## config.mk

```make
export PLATFORM = sky130hd
export DESIGN_NAME = iae_seq
export DESIGN_NICKNAME = d
export VERILOG_FILES = /design/src/iae_pkg.sv /design/src/iae_seq.sv
export SDC_FILE = /design/constraint.sdc
export NUM_CORES = 1
export LEC_CHECK = 0
export ABC_AREA = 1
export BUFFER_PORTS_ARGS = -buffer_cell sky130_fd_sc_hd__buf_4
export CORE_MARGIN = 4
export CORE_UTILIZATION = 54
export DETAILED_ROUTE_END_ITERATION = 12
export PLACE_DENSITY_LB_ADDON = 0.05
export REMOVE_ABC_BUFFERS = 1
export SLEW_MARGIN = 10
export SYNTH_ARGS = -nofsm -noshare
export SYNTH_HDL_FRONTEND = slang
export SYNTH_SLANG_ARGS = --single-unit
```

## constraint.sdc

```tcl
create_clock -name clk -period 3.7 [get_ports clk]
set_clock_uncertainty 0.1 [all_clocks]
set_input_delay 0.37 -clock clk [delete_from_list [all_inputs] [get_ports clk]]
set_output_delay 0.37 -clock clk [all_outputs]
set_load 0.03 [all_outputs]
```

## src/iae_pkg.sv

```systemverilog
// Shared types and constants for the indexed array insert/erase core.
// Command and status codes, default sizes and the result word type.
// No dependencies.
`default_nettype none

package iae_pkg;

	localparam int DEPTH_DEF         = 256;
	localparam int ELEMENT_WIDTH_DEF = 32;

	localparam int CMD_W    = 3;
	localparam int POS_W    = 9;
	localparam int VALUE_W  = 32;
	localparam int RDVAL_W  = 32;
	localparam int COUNT_W  = 9;
	localparam int STATUS_W = 2;

	typedef enum logic [CMD_W-1:0] {
		CMD_INSERT = 3'd0,
		CMD_APPEND = 3'd1,
		CMD_ERASE  = 3'd2,
		CMD_WRITE  = 3'd3,
		CMD_READ   = 3'd4,
		CMD_RESIZE = 3'd5
	} cmd_t;

	typedef enum logic [STATUS_W-1:0] {
		ST_DONE  = 2'd0,
		ST_FULL  = 2'd1,
		ST_RANGE = 2'd2
	} status_t;

	typedef struct packed {
		logic [RDVAL_W-1:0] read_value;
		logic [COUNT_W-1:0] entry_count;
		status_t            status;
	} result_t;

endpackage

`default_nettype wire

```

## src/iae_seq.sv

```systemverilog
// Command sequencer: decodes a word, keeps the live count and walks the
// store one entry per cycle for shifts and fills.
// Depends on iae_pkg; drives the ports of iae_mem.
`default_nettype none

module iae_seq
	import iae_pkg::*;
#(
	parameter int DEPTH = DEPTH_DEF,
	parameter int EW    = ELEMENT_WIDTH_DEF,
	parameter int AW    = $clog2(DEPTH),
	parameter int CW    = $clog2(DEPTH + 1)
) (
	input  wire logic               clk,
	input  wire logic               arst_n,
	input  wire logic               cmd_valid,
	output logic                    cmd_stall,
	input  wire logic [CMD_W-1:0]   command,
	input  wire logic [POS_W-1:0]   position,
	input  wire logic [VALUE_W-1:0] value,
	output logic                    res_valid,
	output result_t                 res,
	input  wire logic               res_take,
	output logic                    we,
	output logic      [AW-1:0]      waddr,
	output logic      [EW-1:0]      wdata,
	output logic                    re,
	output logic      [AW-1:0]      raddr,
	input  wire logic [EW-1:0]      rdata
);

	localparam int XW = (CW > POS_W) ? CW : POS_W;

	typedef enum logic [7:0] {
		S_IDLE     = 8'b0000_0001,
		S_UP_RUN   = 8'b0000_0010,
		S_UP_DRAIN = 8'b0000_0100,
		S_PUT      = 8'b0000_1000,
		S_DN_RUN   = 8'b0001_0000,
		S_DN_DRAIN = 8'b0010_0000,
		S_FILL     = 8'b0100_0000,
		S_EMIT     = 8'b1000_0000
	} state_t;

	state_t        state_q, state_d;
	logic [CW-1:0] cnt_q, cnt_d;
	logic [AW-1:0] ptr_q, ptr_d;
	logic [AW-1:0] lim_q, lim_d;
	logic [EW-1:0] val_q;
	status_t       status_q, status_d;
	logic          rd_ok_q, rd_ok_d;
	logic          wv_s1;
	logic [AW-1:0] waddr_s1;

	logic [XW-1:0] pos_x, cnt_x;
	logic [EW-1:0] val_x;
	logic          accept;

	assign pos_x     = XW'(position);
	assign cnt_x     = XW'(cnt_q);
	assign val_x     = EW'(value);
	assign accept    = cmd_valid && (state_q == S_IDLE);
	assign cmd_stall = (state_q != S_IDLE);

	assign res_valid       = (state_q == S_EMIT);
	assign res.read_value  = rd_ok_q ? RDVAL_W'(rdata) : '0;
	assign res.entry_count = COUNT_W'(cnt_q);
	assign res.status      = status_q;

	always_comb begin
		state_d  = state_q;
		cnt_d    = cnt_q;
		ptr_d    = ptr_q;
		lim_d    = lim_q;
		status_d = status_q;
		rd_ok_d  = rd_ok_q;
		we       = 1'b0;
		waddr    = ptr_q;
		wdata    = val_q;
		re       = 1'b0;
		raddr    = ptr_q;
		case (state_q)
			S_IDLE: begin
				if (accept) begin
					status_d = ST_DONE;
					rd_ok_d  = 1'b0;
					state_d  = S_EMIT;
					case (command)
						CMD_INSERT, CMD_APPEND: begin
							if (command == CMD_INSERT && pos_x > cnt_x) begin
								status_d = ST_RANGE;
							end else if (cnt_x == XW'(DEPTH)) begin
								status_d = ST_FULL;
							end else begin
								cnt_d = cnt_q + 1'b1;
								lim_d = (command == CMD_APPEND) ? AW'(cnt_q) : AW'(pos_x);
								if (command == CMD_APPEND || pos_x == cnt_x) begin
									we    = 1'b1;
									waddr = AW'(cnt_q);
									wdata = val_x;
								end else begin
									ptr_d   = AW'(cnt_q - 1'b1);
									state_d = S_UP_RUN;
								end
							end
						end
						CMD_ERASE: begin
							if (pos_x >= cnt_x) begin
								status_d = ST_RANGE;
							end else begin
								cnt_d = cnt_q - 1'b1;
								lim_d = AW'(cnt_q - 1'b1);
								ptr_d = AW'(pos_x + 1'b1);
								if (pos_x + 1'b1 != cnt_x) begin
									state_d = S_DN_RUN;
								end
							end
						end
						CMD_WRITE: begin
							if (pos_x >= cnt_x) begin
								status_d = ST_RANGE;
							end else begin
								we    = 1'b1;
								waddr = AW'(pos_x);
								wdata = val_x;
							end
						end
						CMD_READ: begin
							if (pos_x >= cnt_x) begin
								status_d = ST_RANGE;
							end else begin
								re      = 1'b1;
								raddr   = AW'(pos_x);
								rd_ok_d = 1'b1;
							end
						end
						CMD_RESIZE: begin
							if (pos_x > XW'(DEPTH)) begin
								status_d = ST_FULL;
							end else begin
								cnt_d = CW'(pos_x);
								ptr_d = AW'(cnt_q);
								lim_d = AW'(pos_x - 1'b1);
								if (pos_x > cnt_x) begin
									state_d = S_FILL;
								end
							end
						end
						default: begin
						end
					endcase
				end
			end
			S_UP_RUN: begin
				re    = 1'b1;
				raddr = ptr_q;
				we    = wv_s1;
				waddr = waddr_s1;
				wdata = rdata;
				if (ptr_q == lim_q) begin
					state_d = S_UP_DRAIN;
				end else begin
					ptr_d = ptr_q - 1'b1;
				end
			end
			S_UP_DRAIN: begin
				we      = 1'b1;
				waddr   = waddr_s1;
				wdata   = rdata;
				state_d = S_PUT;
			end
			S_PUT: begin
				we      = 1'b1;
				waddr   = lim_q;
				wdata   = val_q;
				state_d = S_EMIT;
			end
			S_DN_RUN: begin
				re    = 1'b1;
				raddr = ptr_q;
				we    = wv_s1;
				waddr = waddr_s1;
				wdata = rdata;
				if (ptr_q == lim_q) begin
					state_d = S_DN_DRAIN;
				end else begin
					ptr_d = ptr_q + 1'b1;
				end
			end
			S_DN_DRAIN: begin
				we      = 1'b1;
				waddr   = waddr_s1;
				wdata   = rdata;
				state_d = S_EMIT;
			end
			S_FILL: begin
				we    = 1'b1;
				waddr = ptr_q;
				wdata = val_q;
				ptr_d = ptr_q + 1'b1;
				if (ptr_q == lim_q) begin
					state_d = S_EMIT;
				end
			end
			S_EMIT: begin
				if (res_take) begin
					state_d = S_IDLE;
				end
			end
			default: begin
				state_d = S_IDLE;
			end
		endcase
	end

	always_ff @(posedge clk or negedge arst_n) begin
		if (!arst_n) begin
			state_q  <= S_IDLE;
			cnt_q    <= '0;
			status_q <= ST_DONE;
			rd_ok_q  <= 1'b0;
			wv_s1    <= 1'b0;
		end else begin
			state_q  <= state_d;
			cnt_q    <= cnt_d;
			status_q <= status_d;
			rd_ok_q  <= rd_ok_d;
			wv_s1    <= (state_q == S_UP_RUN) || (state_q == S_DN_RUN);
		end
	end

	always_ff @(posedge clk) begin
		ptr_q <= ptr_d;
		lim_q <= lim_d;
		if (accept) begin
			val_q <= val_x;
		end
		if (state_q == S_UP_RUN) begin
			waddr_s1 <= ptr_q + 1'b1;
		end else begin
			waddr_s1 <= ptr_q - 1'b1;
		end
	end

endmodule

`default_nettype wire
```

# Word-level counts from Yosys, hierarchy flattened
# Index checks and enable logic that the tools add are counted.
# word_totals
out_inout_bits	95
reg_bits	77
# op_classes
reduce_logical	17
mux	69
addsub	6
n_lt_le_gt_ge	3
eq_ne	35
# op_table
op	count
2-to-1 mux 8 bit	34
2-to-1 mux 32 bit	6
one-hot mux 32 bit (2 select lines)	2
one-hot mux 8 bit (3 select lines)	4
one-hot mux 8 bit (7 select lines)	1
2-to-1 mux 9 bit	4
one-hot mux 8 bit (4 select lines)	1
one-hot mux 9 bit (3 select lines)	1
inequality test 2 bit, second input constant	10
adder 9 x 1 -> 9 bit, second input constant	2
one-hot mux 8 bit (2 select lines)	1
subtractor 8 x 1 -> 8 bit, second input constant	2
inequality test 3 bit, second input constant	5
AND reduction 10 bit	1
equality test 9 bit	1
equality test 9 bit, second input constant	1
>= comparator 9 bit	1
greater-than comparator 9 bit	1
greater-than comparator 9 bit, second input constant	1
2-to-1 mux 1 bit	9
inequality test 9 bit	1
subtractor 9 x 1 -> 9 bit, second input constant	1
adder 8 x 1 -> 8 bit, second input constant	1
equality test 8 x 1 -> 1 bit, second input constant	1
29 further kinds	38

# Longest topological paths before layout
# Gate-level depths: netlist of run 1.
# depth
depth_word	8
ltp_mapped	18
ltp_nobuf	18

# Worst setup path before layout of run 1
# Ideal clock, no wire load.
# synth_path
kind	register to output
startpoint	register cnt_q[5]
endpoint	output raddr[0]
arrival_ns	3.050
path_stages_with_launch	12
required_time_ns	3.230
path_buffers	2
path_slack_ns	0.180
path_cell_list	dfrtp_1 > clkbuf_1 > clkinv_1 > ha_1 > nand2_1 > nor2_1 > nand4_1 > nand4_2 > inv_1 > nand3_1 > clkbuf_1 > o21ai_0
# synth_between
elab_chain_cells	5
# synth_rtl
item	line_no	text
start: declaration	iae_seq.sv:46	logic [CW-1:0] cnt_q, cnt_d;
start signal: assignment	iae_seq.sv:225	cnt_q <= cnt_d;
>= comparator 9 bit	iae_seq.sv:129	if (pos_x >= cnt_x) begin
2-to-1 mux 8 bit	iae_seq.sv:129	
2-to-1 mux 8 bit	iae_seq.sv:88	case (command)
2-to-1 mux 8 bit	iae_seq.sv:84	if (accept) begin
2-to-1 mux 8 bit	iae_seq.sv:82	case (state_q)
end: declaration	iae_seq.sv:28	output logic [AW-1:0] raddr,
# No other way between the ends.

# Worst setup path after layout of run 1
# layout_path
startpoint	register cnt_q[6]
endpoint	output wdata[21]
# layout_between
elab_chain_cells	8
elab_cells_between_ends	13
classes_between	order compare: 2; eq/ne: 2; mux: 7; reduce/logical: 2
# layout_rtl
item	line_no	text
parallel branches: the longest is 5 deep, another holds greater-than comparator 9 bit	n/a	
one-hot mux 32 bit (2 select lines) *	iae_seq.sv:88	
2-to-1 mux 32 bit *	iae_seq.sv:84	
one-hot mux 32 bit (2 select lines) *	iae_seq.sv:82	
end: declaration	iae_seq.sv:26	output logic [EW-1:0] wdata,
# Every way passes the cells marked *.

==> results.cfg, run 1 <==
[clock_network]
cts.sinks = 77
cts_made_buffers = 9
root_buffer = clkbuf_16
tritoncts = done
cts_setup_buffers = 0
clk_pin_slew_worst_paths_ps = 60
clock_latency_ps = 340
htreeDepth = 3
clockBufferDepth = 2

[routing]
drtAntennaViolNets = 0
drtPass1Iterations = 5
wl_um = 21550
wl_per_cell_um = 16.28
drc = 0
num_vias = 7331
drt_iter0_drc = 678
viasPerCell = 5.537

[placement]
dpl.hpwl_um = 16370
dp_slack_ps = 249.3
portBuffers = 174
gp_congestion = 0.9998
dp.cells = 1307

[critical_path]
crit_path_top_delay_cell = dfrtp_2
cp_top_family = simple AND/OR/NAND/NOR gates
r2r_cells = 13
critPathMaxStageDelay_ps = 460
critPathRequiredTime_ps = 3230
cp_max_fo = 33
r2r-end = ptr_q[5]
timing.rr.start = cnt_q[1]
cp-end-kind = output pin
arrival_ps = 3050
worstSetupStartpointType = flip-flop
crit_top_cell = nand2_1
rrSetupSlack_ps = 810
crit_chain = clkinv_2 > ha_1 > nand2_1 > nor2_1 > nand4_1 > o21ai_1 > nand2_4 > o21ai_2 > buf_12 > nand3_1 > nand2_1 > nand2_1 > nand3_1 > buf_4
cp.buffers_inverters = 3
worstSetupPathType = flip-flop to output pin

[synth]
ys_ff_latch = 77
ys_seq_area_frac = 0.3229
yosys_most_used_dff = edfxtp_1
ys_warn_count = 0
synthTopCellsByArea = edfxtp_1 22%, nand2_1 20%, nand3_1 8.4%, dfrtp_1 7.6%, inv_1 5.9%
ys_async_sr_fraction = 0.2727
synth_area_mm2 = 0.006591
synth_top_area_share = 0.2187
syn_area_per_cell_um2 = 6.507
synth-edff-count = 48
synthCells = 1013
ys_types = 47
synth_top_area_cell = edfxtp_1

[timing]
hold_violations = 0
max_freq_ghz = 0.2840
slew_viol_final = 0
fin_crit_ps = 3521
final-setup-viol-count = 0
tns_ps = 0
layout_setup_ws_ps = 179.1
min_period_over_period = 0.9516
max-slew-margin-rel = 0.2849
worst_pin_slew_ps = 1073
rsz0062_at_grt = false

[run_status]
status = complete, no violations

[final_layout]
final_cells = 1324
syn_to_final_growth_pct = 26.52
drive_above_1_share = 0.2099
finish.utilization = 0.6972
fin_nets = 1268
diodes = 0
layout_commonest_cell = nand2_1
layout_common_cells = 355 x nand2_1, 191 x buf_4, 109 x nand3_1
fillers = 1126

[worst_hold_path]
min_path_cells = 1
holdPathEnd = val_q[13]
hold_path.startpoint = value[13]
hold_path_class = input pin to flip-flop

[global_routing]
overflow = 0
first_global_vias = 6798
grt_first_pass_wirelength_um = 35060
grtUsageTotal = 0.3067
antenna_found_initial = 0
grt_max_degree = 40

[die]
dieArea_mm2 = 0.01404
start_util = 0.5510
core_mm2 = 0.01196
io_pins = 175
die_w_um = 118.5
fp.dieH_um = 118.5
rows = 40

[power]
power.density_mw_per_mm2 = 954.6
p_total_w = 0.007961
ir_drop_uv = 514.8
power_leakage_nw = 4.221

[run]
cap_violations = 0
==> cells in the mapped netlist, types with 4 or more instances <==
library cell  instances
a22oi_1               7
nor2_1               51
nand4_1              10
o221ai_1              9
dfrtp_1              20
nor3_1               10
dfxtp_1               8
inv_2                 8
o21ai_1               9
nor2_2                6
nand3b_1              4
ha_1                 16
o211ai_1             17
nand2_1             355
nand3_1             111
buf_2                15
clkinv_1              7
or2_2                 5
xor2_1               17
inv_1               104
a21oi_1              46
o21ai_0              57
clkbuf_1             29
xnor2_1               5
edfxtp_1             48
o22ai_1               6
==> stage by stage <==
step	cell area (µm²)	hold WS, ps
after detailed placement	8049	187.8
after CTS	8327	106.3
final	8339	115.1
after global routing	8339	100.0
after floorplan	6395	-25.59
after global placement	8049	190.1
==> worst register-to-register path, delay by kind of cell (launching register included) <==
kind | cells | cell delay, ps
flip-flops | 1 | 480
buffers and inverters | 5 | 670
AO/OA/AOI/OAI | 2 | 380
adder cells (fa/ha/maj) | 1 | 310
AND/OR/NAND/NOR | 5 | 650
==> where the power goes <==
part	switching, W	internal (W)	total (W)	leakage, nW
logic	0.00370	0.00185	0.00555	3.33
registers	0.000312	0.00130	0.00161	0.772
clock network	0.000351	0.000453	0.000804	0.123
==> sequential cells by signal (all words and copies together), names as in the netlist <==
| name | cells |
|---|---|
| ptr_q | 8 |
| waddr_s1 | 8 |
| cnt_q | 9 |
| val_q | 32 |
| state_q | 8 |
| status_q | 2 |
| lim_q | 8 |
| wv_s1 | 1 |
| rd_ok_q | 1 |
==> timing repair <==
| item | in CTS | in global routing |
|---|---|---|
| hold buffers | 1 | 0 |
| endpoints found under the hold margin | 20 | 0 |
| gates resized for setup | 2 | 5 |
| endpoints found under the setup margin | 43 | 41 |
==> worst max-delay path by stage <==
| stage | slack, ps | endpoint | cells past startpoint | from |
|---|---|---|---|---|
| after floorplan | -820 | wdata[0] | 13 | state_q[0] |
| after global placement | 240 | raddr[5] | 10 | cnt_q[6] |
| after detailed placement | 250 | raddr[1] | 11 | cnt_q[6] |
| after CTS | 9 | wdata[21] | 14 | cnt_q[6] |
| after global routing | 4 | wdata[15] | 14 | cnt_q[6] |
| final | 180 | wdata[21] | 14 | cnt_q[6] |
==> layer usage <==
| layer | up-vias | part of all wire | GRT usage |
|---|---|---|---|
| met5 | - | 0 | 0 |
| met4 | 0 | 0.036 | 0.1405 |
| met3 | 50 | 0.081 | 0.04976 |
| met2 | 364 | 0.46 | 0.4830 |
| met1 | 3251 | 0.43 | 0.4150 |
| li1 | 3666 | - | - |
==> kinds of logic after synthesis <==
family,after synthesis,share of synthesized area
xor+xnor,22,0.02923
flops,77,0.3229
compound gates,161,0.1424
simple gates,571,0.3760
mux,1,0.001519
buf+inv,165,0.09757
fa+ha+maj,16,0.03037
==> final cells by class <==
cell class	instances	area, µm²	share of cell area
clock buffers	12	236.5	0.02836
clock inverters	4	25.02	0.003001
inverters	119	447.9	0.05371
multi-input cells	771	3839	0.4603
flip-flops and latches	77	2132	0.2557
well taps	147	183.9	0.02206
repair buffers	194	1475	0.1769
Note: power is estimated with default switching activity, not from simulation.
==> run 2: changes to the inputs <==
--- a/config.mk
+++ b/config.mk
@@ -7,8 +7,10 @@
 export LEC_CHECK = 0
 export ABC_AREA = 1
 export BUFFER_PORTS_ARGS = -buffer_cell sky130_fd_sc_hd__buf_4
+export CELL_PAD_IN_SITES_DETAIL_PLACEMENT = 1
+export CELL_PAD_IN_SITES_GLOBAL_PLACEMENT = 1
 export CORE_MARGIN = 4
-export CORE_UTILIZATION = 54
+export CORE_UTILIZATION = 37
 export DETAILED_ROUTE_END_ITERATION = 12
 export PLACE_DENSITY_LB_ADDON = 0.05
 export REMOVE_ABC_BUFFERS = 1
==> run 2 against run 1 <==
Setup slack better by 29 ps. Critical endpoint is now wdata[23]. Clock power up 41%. Flip-flop and latch count unchanged. Utilization down 20 points. Sequential share of layout area down 0.96 points. Global-route usage down 5.0 points.
==> results.cfg, run 2 (synthesis gave the netlist of run 1 again) <==
[power]
power.density_mw_per_mm2 = 981.2
power.switching_w = 0.004563
seqPwrFrac = 0.191
ir_drop_uv = 461.1
p_total_w = 0.008506
power_leakage_nw = 4.344
power_frac_clock = 0.133
swShare = 0.5365
p_comb_frac = 0.676
intPower_w = 0.003943

[clock_network]
tritoncts = done
clockBufferDepth = 2
root_buffer = clkbuf_16
htreeDepth = 3
cts.sinks = 77
clock_latency_ps = 350
clk_pin_slew_worst_paths_ps = 70
cts_made_buffers = 9

[routing]
num_vias = 7537
drt_iter0_drc = 462
drtPass1Iterations = 5
viasPerCell = 5.323
wl_um = 25720
wl_per_cell_um = 18.17
drc = 0
drtAntennaViolNets = 0

[worst_hold_path]
hold_path.startpoint = value[13]
hold_path_class = input pin to flip-flop
holdPathEnd = val_q[13]
min_path_cells = 1

[final_layout]
syn_to_final_growth_pct = 31.53
fin_nets = 1282
layout_common_cells = 355 x nand2_1, 204 x buf_4, 109 x nand3_1
drive_above_1_share = 0.2250
final_cells = 1416
largestRegisters = val_q (32), cnt_q (9)
largest_reg_flops = 32
finish.utilization = 0.4995
diodes = 0
layout_commonest_cell = nand2_1
largest_register = val_q

[timing]
min_period_over_period = 0.9437
worst_pin_slew_ps = 823.5
rsz0062_at_grt = false
final-setup-viol-count = 0
slew_viol_final = 0
fin_crit_ps = 3492
max_freq_ghz = 0.2864
max-slew-margin-rel = 0.4490
hold_violations = 0

[die]
fp.dieH_um = 141.5
core_mm2 = 0.01736
dieArea_mm2 = 0.02001
rows = 48
start_util = 0.3798
die_w_um = 141.5
io_pins = 175

[placement]
dpl.hpwl_um = 19510
portBuffers = 174
gp_congestion = 0.9465
dp.cells = 1392

[critical_path]
critPathRequiredTime_ps = 3230
rrSetupSlack_ps = 460
worstSetupStartpointType = flip-flop
r2r-end = ptr_q[1]
cp-end-kind = output pin
critPathMaxStageDelay_ps = 400
crit_path_top_delay_cell = dfrtp_1
timing.rr.start = cnt_q[4]
crit_chain = clkinvlp_4 > ha_1 > nand2_1 > o21ai_1 > nand2_1 > nand4_2 > buf_6 > nand2_1 > nand3_2 > buf_12 > nand2_1 > nand2_1 > nand2_1 > nand3_1 > buf_4
arrival_ps = 3020
crit_top_cell = nand2_1
cp_max_fo = 32
r2r_cells = 11
worstSetupPathType = flip-flop to output pin

[run_status]
status = complete, no violations

[global_routing]
grt_max_degree = 40
overflow = 0
grt_first_pass_wirelength_um = 41300
antenna_found_initial = 0
first_global_vias = 7715
grtUsageTotal = 0.2568

[run]
cap_violations = 0
run 2: area by class of cell:
| type | count | area [µm²] |
|---|---|---|
| Timing Repair Buffer | 208 | 1584 |
| Tap cell | 225 | 281.5 |
| Inverter | 119 | 457.9 |
| Fill cell | 2313 | 8687 |
| Sequential cell | 77 | 2133 |
| Clock inverter | 7 | 145.1 |
| Clock buffer | 9 | 225.2 |
| Multi-Input combinational cell | 771 | 3842 |
run 2: power groups by stage:
stage	Combinational, W	Clock (W)	Sequential (W)
6_report	0.00575	0.00113	0.00162
3_5_place_dp	0.00569	0	0.00162
2_1_floorplan	0.00347	0	0.00163
5_1_grt	0.00626	0.00119	0.00167
3_3_place_gp	0.00561	0	0.00161
4_1_cts	0.00572	0.00115	0.00161
run 2: stage by stage:
stage	hold WS (ps)	setup WS, ps	cell area, µm²	TNS (ps)
6_report	101.9	208.4	8670	0
5_1_grt	90.41	7.957	8670	0
4_1_cts	93.31	13.58	8584	0
3_5_place_dp	203.2	347.3	8199	0
3_3_place_gp	195.0	432.3	8199	0
2_1_floorplan	-25.59	-818.0	6395	-28190
run 2: repair_timing:
item | CTS | global route
gates resized for setup | 1 | 12
buffers inserted | 0 | 7
hold buffers | 1 | 0
setup endpoints to repair | 21 | 50
endpoints found under the hold margin | 20 | 0
pin swaps | 0 | 1
run 2: worst max-delay path, delay by kind of cell, from the launching register on:
kind | cells | cell delay [ps]
AND/OR/NAND/NOR | 9 | 880
buffers and inverters | 4 | 730
flip-flops | 1 | 400
adder cells (fa/ha/maj) | 1 | 340
AO/OA/AOI/OAI | 1 | 290
run 2: worst max-delay path by stage:
stage	start	to	slack (ps)	cells past startpoint
after floorplan	state_q[0]	wdata[0]	-820	13
after global placement	cnt_q[6]	wdata[21]	430	14
after detailed placement	cnt_q[6]	wdata[23]	350	14
after CTS	state_q[0]	waddr[6]	10	13
after global routing	cnt_q[4]	wdata[24]	8	15
final	cnt_q[4]	wdata[23]	210	15
run 2: metal layers:
metal  vias to the layer above  part of all wire  GRT usage  routed length (µm)
met3                        30             0.051    0.03505                1311
met2                       201              0.48     0.4470               12450
li1                       3690                 -          -                   -
met5                         -                 0          0                   0
met4                         0             0.019    0.06566                 501
met1                      3616              0.45     0.3372               11460
==> run 3: changes to the inputs <==
--- a/config.mk
+++ b/config.mk
@@ -5,12 +5,11 @@
 export SDC_FILE = /design/constraint.sdc
 export NUM_CORES = 1
 export LEC_CHECK = 0
-export ABC_AREA = 1
 export BUFFER_PORTS_ARGS = -buffer_cell sky130_fd_sc_hd__buf_4
 export CELL_PAD_IN_SITES_DETAIL_PLACEMENT = 1
 export CELL_PAD_IN_SITES_GLOBAL_PLACEMENT = 1
 export CORE_MARGIN = 4
-export CORE_UTILIZATION = 37
+export CORE_UTILIZATION = 40
 export DETAILED_ROUTE_END_ITERATION = 12
 export PLACE_DENSITY_LB_ADDON = 0.05
 export REMOVE_ABC_BUFFERS = 1
==> run 3 against run 2 <==
Maximum frequency shrank 4.3%. Final area fell by 3.3%. Critical path depth fell by 6. Largest power group unchanged.
==> results.cfg, run 3 <==
[run_status]
status = complete, no violations

[final_layout]
final_cells = 1094
largest_register = val_q
finish.utilization = 0.5473
fin_nets = 974
syn_to_final_growth_pct = 32.97
diodes = 0
layout_commonest_cell = buf_4
largest_reg_flops = 32
drive_above_1_share = 0.3148
largestRegisters = val_q (32), cnt_q (9)
layout_common_cells = 221 x buf_4, 48 x edfxtp_1, 43 x nor2_1, 43 x a22o_1, 41 x o21ai_0

[synth]
syn_area_per_cell_um2 = 8.992
synth_top_area_share = 0.2287
ys_warn_count = 0
ys_async_sr_fraction = 0.2727
synth_top_area_cell = edfxtp_1
synthTopCellsByArea = edfxtp_1 23%, dfrtp_1 7.9%, a22o_1 6.0%, a21o_1 4.5%, xnor2_1 4.2%
synth_common_cells = 48 x edfxtp_1, 44 x clkbuf_1, 43 x a22o_1, 43 x nor2_1, 41 x o21ai_0
synth-edff-count = 48
yosys_most_used_dff = edfxtp_1
synth.most_common_cell = edfxtp_1
synth_area_mm2 = 0.006304
ys_ff_latch = 77
synthCells = 701
ys_seq_area_frac = 0.3376
ys_types = 75

[routing]
drc = 0
wl_per_cell_um = 22.66
wl_um = 24790
drt_iter0_drc = 520
num_vias = 6648
drtAntennaViolNets = 0
viasPerCell = 6.077
drtPass1Iterations = 5

[die]
rows = 45
start_util = 0.4116
fp.dieH_um = 133.5
io_pins = 175
die_w_um = 133.5
core_mm2 = 0.01531
dieArea_mm2 = 0.01783

[clock_network]
htreeDepth = 3
clockBufferDepth = 2
cts.sinks = 77
clock_latency_ps = 350
tritoncts = done
root_buffer = clkbuf_16
clk_pin_slew_worst_paths_ps = 70
cts_made_buffers = 9

[power]
p_total_w = 0.006079
seqPwrFrac = 0.234
power.density_mw_per_mm2 = 725.2
p_comb_frac = 0.611
swShare = 0.4781
power_leakage_nw = 3.789
ir_drop_uv = 375.0
intPower_w = 0.003172
power.switching_w = 0.002907
power_frac_clock = 0.154

[placement]
dpl.hpwl_um = 18640
dp.cells = 1067
portBuffers = 174
gp_congestion = 0.9488

[worst_hold_path]
hold_path_class = input pin to flip-flop
min_path_cells = 1

[global_routing]
grt_max_degree = 42
grt_util_met2 = 0.4707
grtUsageTotal = 0.2680
antenna_found_initial = 0
first_global_vias = 6808
top_usage_layer = met2
overflow = 0
grt_use_met3 = 0.04607
grt_first_pass_wirelength_um = 38160
use_met1 = 0.3365

[critical_path]
arrival_ps = 3180
worstSetupStartpointType = flip-flop
critPathRequiredTime_ps = 3230
worstSetupPathType = flip-flop to output pin
critPathMaxStageDelay_ps = 570
crit_path_top_delay_cell = or4b_4
crit_chain = inv_2 > ha_1 > and4_4 > and3_4 > a2111o_1 > or4b_4 > buf_6 > mux2_1 > buf_4
cp_max_fo = 5
cp-end-kind = output pin
r2r_cells = 8

[timing]
slew_viol_final = 0
final-setup-viol-count = 0
hold_violations = 0
fin_crit_ps = 3648
max-slew-margin-rel = 0.4364
max_freq_ghz = 0.2741
hold_ws_ps = 101.3
worst_pin_slew_ps = 843.6
tns_ps = 0
min_period_over_period = 0.9860

[run]
cap_violations = 0
## run 3: cell count changes after synthesis, sizes merged, moves of 24 or more
cell and delta:
nand3 -96, nand2 -324, xnor2 +25, o21ai -24, a21o +38, and2 +34, a22o +43, inv -91
## run 3: path summary, 6_finish.rpt
path / startpoint / endpoint / slack (ps)
max in group asynchronous: arst_n / state_q[0] / 2850
min in group asynchronous: arst_n / cnt_q[3] / 360
setup reg to reg: cnt_q[8] / lim_q[6] / 410
hold reg to reg: status_q[1] / status_q[1] / 400
setup / recovery: cnt_q[8] / raddr[6] / 50
hold / removal: value[17] / val_q[17] / 100
## run 3: per-stage QoR
stage / setup slack, ps / instance area [µm²]
CTS: 12.21 / 8274
floorplan: -470.5 / 6031
global placement: 327.0 / 7928
finish: 51.88 / 8382
global route: -31.91 / 8382
detailed placement: 289.7 / 7928
## run 3: power groups by stage
| stage | registers [W] | logic, W | clock network (W) |
|---|---|---|---|
| finish | 0.00142 | 0.00372 | 0.000939 |
| global route | 0.00146 | 0.00395 | 0.000997 |
| CTS | 0.00142 | 0.00363 | 0.000959 |
| detailed placement | 0.00145 | 0.00357 | 0 |
| global placement | 0.00143 | 0.00349 | 0 |
| floorplan | 0.00157 | 0.00197 | 0 |
## run 3: repair_timing
| item | 4_1_cts | 5_1_grt |
|---|---|---|
| gates cloned | 0 | 1 |
| resized for setup | 2 | 19 |
| pin swaps | 1 | 4 |
| hold buffers | 1 | 0 |
| buffers inserted | 4 | 5 |
| endpoints found under the hold margin | 20 | 0 |
| endpoints found under the setup margin | 39 | 46 |
## run 3: per-layer routing
layer  part of all wire  vias up
met2               0.50      248
met1               0.42     3325
met4              0.028        0
li1                   -     3023
met5                  0        -
met3              0.050       52
## run 3: area by class of cell
| cell class | instances | area, µm² |
|---|---|---|
| inverter | 22 | 82.58 |
| clock buffer | 9 | 225.2 |
| multi-input combinational | 542 | 3876 |
| fill | 1804 | 6933 |
| clock inverter | 7 | 80.08 |
| timing repair buffer | 226 | 1723 |
| sequential | 77 | 2131 |
| tap | 211 | 264.0 |
## run 3: cell families after synthesis
kind of cell             after synthesis  synth area share
XOR/XNOR                              42           0.06054
adder cells (fa/ha/maj)               16           0.03176
flip-flops                            77            0.3376
multiplexers                          23           0.03831
buffers and inverters                 82           0.05637
AO/OA/AOI/OAI                        246            0.2838
AND/OR/NAND/NOR                      215            0.1915
## run 3: critical path: cells and delay by family, from the launching register on
kind                     cells  cell delay [ps]
flip-flops                   1              390
adder cells (fa/ha/maj)      1              300
AND/OR/NAND/NOR              3              980
multiplexers                 1              320
AO/OA/AOI/OAI                1              450
buffers and inverters        3              380
